`src/rtl/mciir_pkg.sv`:
```
package mciir_pkg;

  // Request codes carried by an input item
  typedef enum logic [1:0] {
    REQ_SAMPLE  = 2'd0,
    REQ_FF_COEF = 2'd1,
    REQ_FB_COEF = 2'd2,
    REQ_CLEAR   = 2'd3
  } req_t;

  // Configuration register indexes
  localparam int CFG_IDX_BITS = 1;

  typedef enum logic [CFG_IDX_BITS-1:0] {
    CFG_FILTER_ORDER  = 1'b0,
    CFG_CHANNEL_COUNT = 1'b1
  } cfg_reg_t;

  // Sequencer states
  typedef enum logic [2:0] {
    ST_CLEAR,
    ST_IDLE,
    ST_SETUP,
    ST_ISSUE,
    ST_DRAIN,
    ST_DONE
  } state_t;

  // Operand pair selected for one multiply-accumulate slot
  typedef enum logic [1:0] {
    MAC_X0,
    MAC_FF,
    MAC_FB
  } mac_sel_t;

  typedef struct packed {
    logic     vld;
    mac_sel_t sel;
  } mac_ctrl_t;

endpackage

```
`src/rtl/mciir_mac.sv`:
```
module mciir_mac #(
  parameter int SAMPLE_BITS = 24,
  parameter int COEF_BITS   = 48,
  parameter int MAX_ORDER   = 32
) (
  input  logic                          clk,
  input  logic                          rst_n,
  input  mciir_pkg::mac_ctrl_t          iss,
  input  logic signed [SAMPLE_BITS-1:0] x0,
  input  logic signed [SAMPLE_BITS-1:0] ih,
  input  logic signed [SAMPLE_BITS-1:0] oh,
  input  logic signed [COEF_BITS-1:0]   ff,
  input  logic signed [COEF_BITS-1:0]   fb,
  output logic                          busy,
  output logic signed [SAMPLE_BITS-1:0] y
);
  import mciir_pkg::*;

  localparam int CL    = COEF_BITS / 2;
  localparam int CH    = COEF_BITS - CL;
  localparam int PLW   = CL + 1 + SAMPLE_BITS;
  localparam int PHW   = CH + SAMPLE_BITS;
  localparam int ACC_W = SAMPLE_BITS + COEF_BITS + $clog2(2 * MAX_ORDER + 1) + 1;
  localparam int FRAC  = COEF_BITS - 8;

  mac_ctrl_t                     m_ctrl_r, p_ctrl_r, s_ctrl_r;
  logic signed [COEF_BITS-1:0]   coef;
  logic signed [SAMPLE_BITS-1:0] samp;
  logic signed [CL:0]            coef_lo;
  logic signed [CH-1:0]          coef_hi;
  logic signed [PLW-1:0]         pl_nxt, pl_r;
  logic signed [PHW-1:0]         ph_nxt, ph_r;
  logic signed [ACC_W-1:0]       prod_nxt, prod_r, acc_nxt, acc_r, rnd, shr;
  logic                          in_range;
  logic signed [SAMPLE_BITS-1:0] y_nxt, y_r;

  // Slot tags follow the data through the pipe
  always_ff @(posedge clk) begin
    if (!rst_n) begin
      m_ctrl_r <= '0;
      p_ctrl_r <= '0;
      s_ctrl_r <= '0;
    end else begin
      m_ctrl_r <= iss;
      p_ctrl_r <= m_ctrl_r;
      s_ctrl_r <= p_ctrl_r;
    end
  end

  assign busy = m_ctrl_r.vld | p_ctrl_r.vld | s_ctrl_r.vld;

  // Operand select against the memory read data
  always_comb begin
    unique case (m_ctrl_r.sel)
      MAC_X0: begin
        coef = ff;
        samp = x0;
      end
      MAC_FF: begin
        coef = ff;
        samp = ih;
      end
      MAC_FB: begin
        coef = fb;
        samp = oh;
      end
      default: begin
        coef = ff;
        samp = x0;
      end
    endcase
  end

  // Coefficient split in two halves, one partial product each
  assign coef_lo = $signed({1'b0, coef[CL-1:0]});
  assign coef_hi = coef[COEF_BITS-1:CL];
  assign pl_nxt  = coef_lo * samp;
  assign ph_nxt  = coef_hi * samp;

  // Partial products recombined, then accumulated
  assign prod_nxt = ({{(ACC_W-PHW){ph_r[PHW-1]}}, ph_r} << CL)
                  + {{(ACC_W-PLW){pl_r[PLW-1]}}, pl_r};
  assign acc_nxt  = (s_ctrl_r.sel == MAC_X0) ? prod_r : acc_r + prod_r;

  always_ff @(posedge clk) begin
    pl_r   <= pl_nxt;
    ph_r   <= ph_nxt;
    prod_r <= prod_nxt;
    if (s_ctrl_r.vld) begin
      acc_r <= acc_nxt;
    end
    y_r <= y_nxt;
  end

  // Round half up to the sample format and saturate
  assign rnd      = acc_r + (ACC_W'(1) << (FRAC - 1));
  assign shr      = rnd >>> FRAC;
  assign in_range = (&shr[ACC_W-1:SAMPLE_BITS-1]) | ~(|shr[ACC_W-1:SAMPLE_BITS-1]);
  assign y_nxt    = in_range ? shr[SAMPLE_BITS-1:0]
                  : (shr[ACC_W-1] ? {1'b1, {(SAMPLE_BITS-1){1'b0}}}
                                  : {1'b0, {(SAMPLE_BITS-1){1'b1}}});

  assign y = y_r;

endmodule

```
`config.mk`:
```
export PLATFORM = sky130hd
export DESIGN_NAME = mciir_mac
export DESIGN_NICKNAME = d
export VERILOG_FILES = /design/src/rtl/mciir_pkg.sv /design/src/rtl/mciir_mac.sv
export SDC_FILE = /design/constraint.sdc
export NUM_CORES = 2
export LEC_CHECK = 0
export ABC_CLOCK_PERIOD_IN_PS = 8600
export BUFFER_PORTS_ARGS = -buffer_cell sky130_fd_sc_hd__buf_2
export CAP_MARGIN = 15
export CORE_ASPECT_RATIO = 0.5
export CORE_UTILIZATION = 31
export DETAILED_ROUTE_END_ITERATION = 7
export MAX_ROUTING_LAYER = met4
export SYNTH_ARGS = -nofsm -noshare
export SYNTH_HDL_FRONTEND = slang
export SYNTH_SLANG_ARGS = --single-unit
```
`constraint.sdc`:
```
create_clock -name clk -period 8.6 [get_ports clk]
set_input_delay 1.72 -clock clk [delete_from_list [all_inputs] [get_ports clk]]
set_output_delay 1.72 -clock clk [all_outputs]
set_load 0.05 [all_outputs]
```
# After elaboration in Yosys (flattened, before gate mapping)
# Cells that the tools add are included.
[totals]
out_inout_bits = 25
ram_bits = 0
latch_bits = 0
ff_bits = 283
input_bits = 173
mem_bits_ro = 0
memories = 0
elab_cells = 30
[classes]
div = 0
add_sub_neg = 3
bitwise = 4
n_reduce_logical = 3
mul = 2
n_eq_ne = 2
shifts = 0
n_mux = 5
n_lt_le_gt_ge = 0
[ops]
columns = ["operator", "n"]
rows = [
  ["80-bit by 41-bit adder with 80-bit output, second input constant", 1],
  ["80-bit by 73-bit adder with 80-bit output", 1],
  ["80-bit two-way mux", 1],
  ["72-bit by 49-bit adder with 73-bit output", 1],
  ["25-bit by 24-bit multiplier with 49-bit output", 1],
  ["24-bit by 24-bit multiplier with 48-bit output", 1],
  ["24-bit two-way mux", 2],
  ["48-bit two-way mux", 1],
  ["24-bit case mux with 2 select lines", 1],
  ["17-bit AND reduction", 1],
  ["17-bit OR reduction", 1],
  ["1-bit bitwise OR", 3],
  ["2-bit by 1-bit equality test with 1-bit output, second input constant", 1],
  ["2-bit equality test, second input constant", 1],
  ["2-bit logical NOT", 1],
  ["1-bit NOT", 1],
]

# Logic depth before layout (Yosys ltp)
[logic_depth]
ltp_word = 5
depth_mapped = 35

# Worst setup path after synthesis
# Ideal clock, no wire load.
[synth_timing]
kind = "input-to-reg"
start = "input oh[1]"
end = "register ph_r[47]"
path_buffers = 2
path_slack_ns = -0.374
cell_stages = 26
required_time_ns = 8.528
arrival_ns = 8.902
cell_sequence = "a22oi_1 nor2_1 a21oi_1 clkbuf_1 clkbuf_1 nor2_1 fa_1 fa_1 inv_1 fa_1 inv_1 fa_1 fa_1 fa_1 fa_1 ha_1 a21oi_1 o21ai_0 a21o_1 a21oi_1 o21bai_1 a21o_1 a221o_1 a31o_2 a21oi_1 xnor2_1"
[synth_between]
elab_chain_cells = 2
[synth_lines]
columns = ["element", "line", "rtl"]
rows = [
  ["from (decl)", "mciir_mac.sv:11", "input logic signed [SAMPLE_BITS-1:0] oh,"],
  ["24-bit case mux with 2 select lines", "mciir_mac.sv:54", "unique case (m_ctrl_r.sel)"],
  ["24-bit by 24-bit multiplier with 48-bit output", "mciir_mac.sv:78", "assign ph_nxt = coef_hi * samp;"],
  ["named net ph_nxt[47]", "mciir_mac.sv:32", "logic signed [PHW-1:0] ph_nxt, ph_r;"],
  ["to (signal assigned)", "mciir_mac.sv:87", "ph_r <= ph_nxt;"],
  ["to (decl)", "mciir_mac.sv:32", ""],
]
# The timed path passes the listed nets, and every way through them passes these cells.
# A chain may end at the register's enable or synchronous reset.

# Worst setup path in the final report
[layout_timing]
start = "input oh[0]"
end = "register pl_r[43]"
[layout_between]
elab_chain_cells = 2
[layout_lines]
columns = ["element", "line", "rtl"]
rows = [
  ["24-bit case mux with 2 select lines", "mciir_mac.sv:54", ""],
  ["25-bit by 24-bit multiplier with 49-bit output", "mciir_mac.sv:77", "assign pl_nxt = coef_lo * samp;"],
  ["named net pl_nxt[43]", "mciir_mac.sv:31", "logic signed [PLW-1:0] pl_nxt, pl_r;"],
  ["to (signal assigned)", "mciir_mac.sv:86", "pl_r <= pl_nxt;"],
  ["to (decl)", "mciir_mac.sv:31", ""],
]
# The timed path passes the listed nets, and every way through them passes these cells.

==> results.cfg <==
[yosys]
ys_seq_elements = 283
synth-seq-area-share_pct = 11.6
synth_edf_count = 80
synth_top_flop_cell = dfxtp_1
synth_cells = 6302
async_flop_share_pct = 0
synth_area_per_cell_um2 = 8.86
ys_warn_count = 0
syn_area_um2 = 55800
synth_cell_types = 88
synth_nets = 8032

[cells_and_area]
drive_gt1_share_pct = 15.7
area_growth_pct = 18.9
layoutNonFillerInstCount = 9373
fin_nets = 8688

[drt]
drt_iter0_drc = 3702
num_vias = 46000
post_drt_via_cell_ratio = 4.91
ant_nets = 0
wl_um = 186000
drc_errors = 0
wl_per_cell_um = 19.8
first_pass_iters = 8

[critical_path]
critPathCaptureType = register
reg2reg_to = pl_r[43]
critPathMaxFanout = 17
crit_slowest_cell = fa_1
critPathMaxStageDelay_ns = 0.54
timing.rr.start = m_ctrl_r[0]
crit_arrival_ns = 8.91
rr_worst_depth = 30
cp_common_cell = fa_1
start_kind = input port
crit_type = input port to register
worstPathRequired_ns = 9.09
rrSetupSlack_ns = 0.22

[place]
io_buffers = 197
dp_hpwl_um = 159000
gp_congestion = 0.990
placedCellCount = 9303

[cts]
cts_root_buf = clkbuf_16
clock_path_buffers = 3
path_clk_slew_ns = 0.07
clock_sinks = 283
worstSkewPairLatency_ns = 0.61
cts_tree = done
h-tree-depth = 1
cts_buffers = 31

[timing]
period_share_pct = 97.9
setup_viol = 0
tns_ns = 0
post-route-min-period_ns = 8.42
rsz0062_at_grt = yes
final_max_slew_viol_count = 0
final-hold-violation-count = 0
max_slew_margin_pct = 22.4
fmaxAchievable_ghz = 0.119
final.setup_skew_ns = 0.0251
worstMarginPinSlew_ns = 1.16

[floorplan]
dieWidth_um = 602
start_util_pct = 31.4
core-area_um2 = 178000
io_pins = 198
fp.dieH_um = 302
dieArea_um2 = 182000
num_rows = 109

[global_routing]
grt_antenna_before_repair = 8
gr-total-overflow = 0
grt_pass1_wl_um = 283000
grt_max_degree = 73
gr-usage-all-layers_pct = 21.0
grt_pass1_vias = 47000

[worst_hold_path]
holdPathEnd = prod_r[8]
hp-class = register to register
min_from = pl_r[8]
worstHoldPathCells = 0

[run]
maxCapViolations = 0

[outcome]
outcome = finished, final reports clean
==> per-layer routing <==
layer	routed length, um	up-vias	part of all wire [%]	global-route usage (%)
met3	14700	412	7.9	3.10
met4	9190	0	4.9	8.35
li1	-	20900	-	-
met2	81700	1773	44	32.6
met5	0	-	0	-
met1	80100	22900	43	27.7
==> registers in the layout, indices dropped and copies added (netlist names) <==
name	flops
pl_r	49
prod_r	73
ph_r	48
y	24
m_ctrl_r	3
p_ctrl_r	3
acc_r	80
s_ctrl_r	3
==> stage by stage <==
| step | setup WS [ns] | utilization (%) | hold WS (ns) | area, um2 |
|---|---|---|---|---|
| floorplan | -0.0130 | - | 0.310 | 55900 |
| global placement | -0.534 | 36.6 | 0.311 | 65100 |
| detailed placement | -0.595 | 36.6 | 0.312 | 65100 |
| CTS | 0.0175 | 37.2 | 0.323 | 66100 |
| global route | -0.0935 | 37.4 | 0.329 | 66400 |
| finish | 0.181 | 37.4 | 0.323 | 66400 |
==> final cells by class <==
class	instances	area, um2
Fill cell	18100	111000
Multi-Input combinational cell	4569	44200
Timing Repair Buffer	889	7250
Sequential cell	283	6470
Inverter	1184	4450
Tap cell	2386	2990
Clock buffer	45	910
Clock inverter	13	115
Antenna cell	4	10.0
==> cells in the mapped netlist, types with 11 or more instances <==
| library cell | n | area [um2] |
|---|---|---|
| nand4_1 | 37 | 231 |
| a22oi_1 | 24 | 180 |
| o21ai_0 | 219 | 1100 |
| nor2b_1 | 23 | 144 |
| buf_1 | 19 | 71.3 |
| o21ai_1 | 25 | 125 |
| nor2_1 | 710 | 2670 |
| edfxtp_1 | 80 | 2400 |
| nand2b_1 | 35 | 219 |
| a211oi_1 | 15 | 113 |
| or3_1 | 12 | 75.1 |
| inv_1 | 1184 | 4440 |
| a21o_1 | 116 | 871 |
| xor2_1 | 80 | 701 |
| nand2_1 | 811 | 3040 |
| clkbuf_1 | 238 | 893 |
| mux2i_1 | 50 | 500 |
| o21a_1 | 50 | 375 |
| a31oi_1 | 29 | 181 |
| and2_1 | 20 | 125 |
| fa_1 | 1091 | 21800 |
| xnor2_1 | 161 | 1410 |
| nor3_1 | 29 | 145 |
| mux2_2 | 51 | 574 |
| dfxtp_1 | 203 | 4060 |
| o211ai_1 | 11 | 82.6 |
| o21bai_1 | 52 | 390 |
| and3_1 | 26 | 163 |
| ha_1 | 466 | 5830 |
| o31ai_1 | 13 | 97.6 |
| nand3_1 | 46 | 230 |
| a21oi_1 | 228 | 1140 |
==> critical path: cells and delay by family <==
kind | cells | cell delay (ns)
adder cells (fa/ha/maj) | 8 | 3.88
AO/OA/AOI/OAI | 8 | 1.60
XOR/XNOR | 1 | 0.26
AND/OR/NAND/NOR | 4 | 0.55
buffers and inverters | 8 | 0.86
==> cells in the final DEF (no fill, tap or decap), types with 197 or more instances in the layout <==
master and count:
inv_1 1182, buf_2 197, a21oi_1 224, buf_4 605, nand2_1 810, fa_1 1088, o21ai_0 213, ha_1 464
dfxtp_1 201, nor2_1 709
==> repair_timing <==
action,in CTS,in global routing
hold buffers,0,0
endpoints found under the setup margin,0,21
buffers inserted,0,7
gates resized for setup,0,39
hold endpoints to repair,0,0
==> worst max path at each step <==
| stage | startpoint | end | slack, ns | cells after the start |
|---|---|---|---|---|
| final | oh[0] | pl_r[43] | 0.18 | 29 |
| after floorplan | oh[0] | ph_r[47] | -0.01 | 29 |
| after global placement | oh[1] | ph_r[44] | -0.53 | 32 |
| after CTS | oh[1] | ph_r[44] | 0.02 | 32 |
| after global routing | oh[1] | pl_r[43] | -0.09 | 30 |
| after detailed placement | oh[1] | ph_r[44] | -0.60 | 32 |
==> logic make-up (layout without fill, tap and decap cells) <==
kind of cell | after synthesis | after routing | synth area share [%]
compound gates | 876 | 876 | 10.0
mux | 101 | 101 | 1.93
xor+xnor | 242 | 242 | 3.81
fa+ha+maj | 1557 | 1557 | 49.6
buf+inv | 1450 | 2131 | 9.79
flops | 283 | 283 | 11.6
simple gates | 1793 | 1793 | 13.3
other cells | 0 | 4 | 0
Power is left out: the tool's default activity adds up to more than one toggle a clock period on the data nets, which glitch-free logic cannot reach.
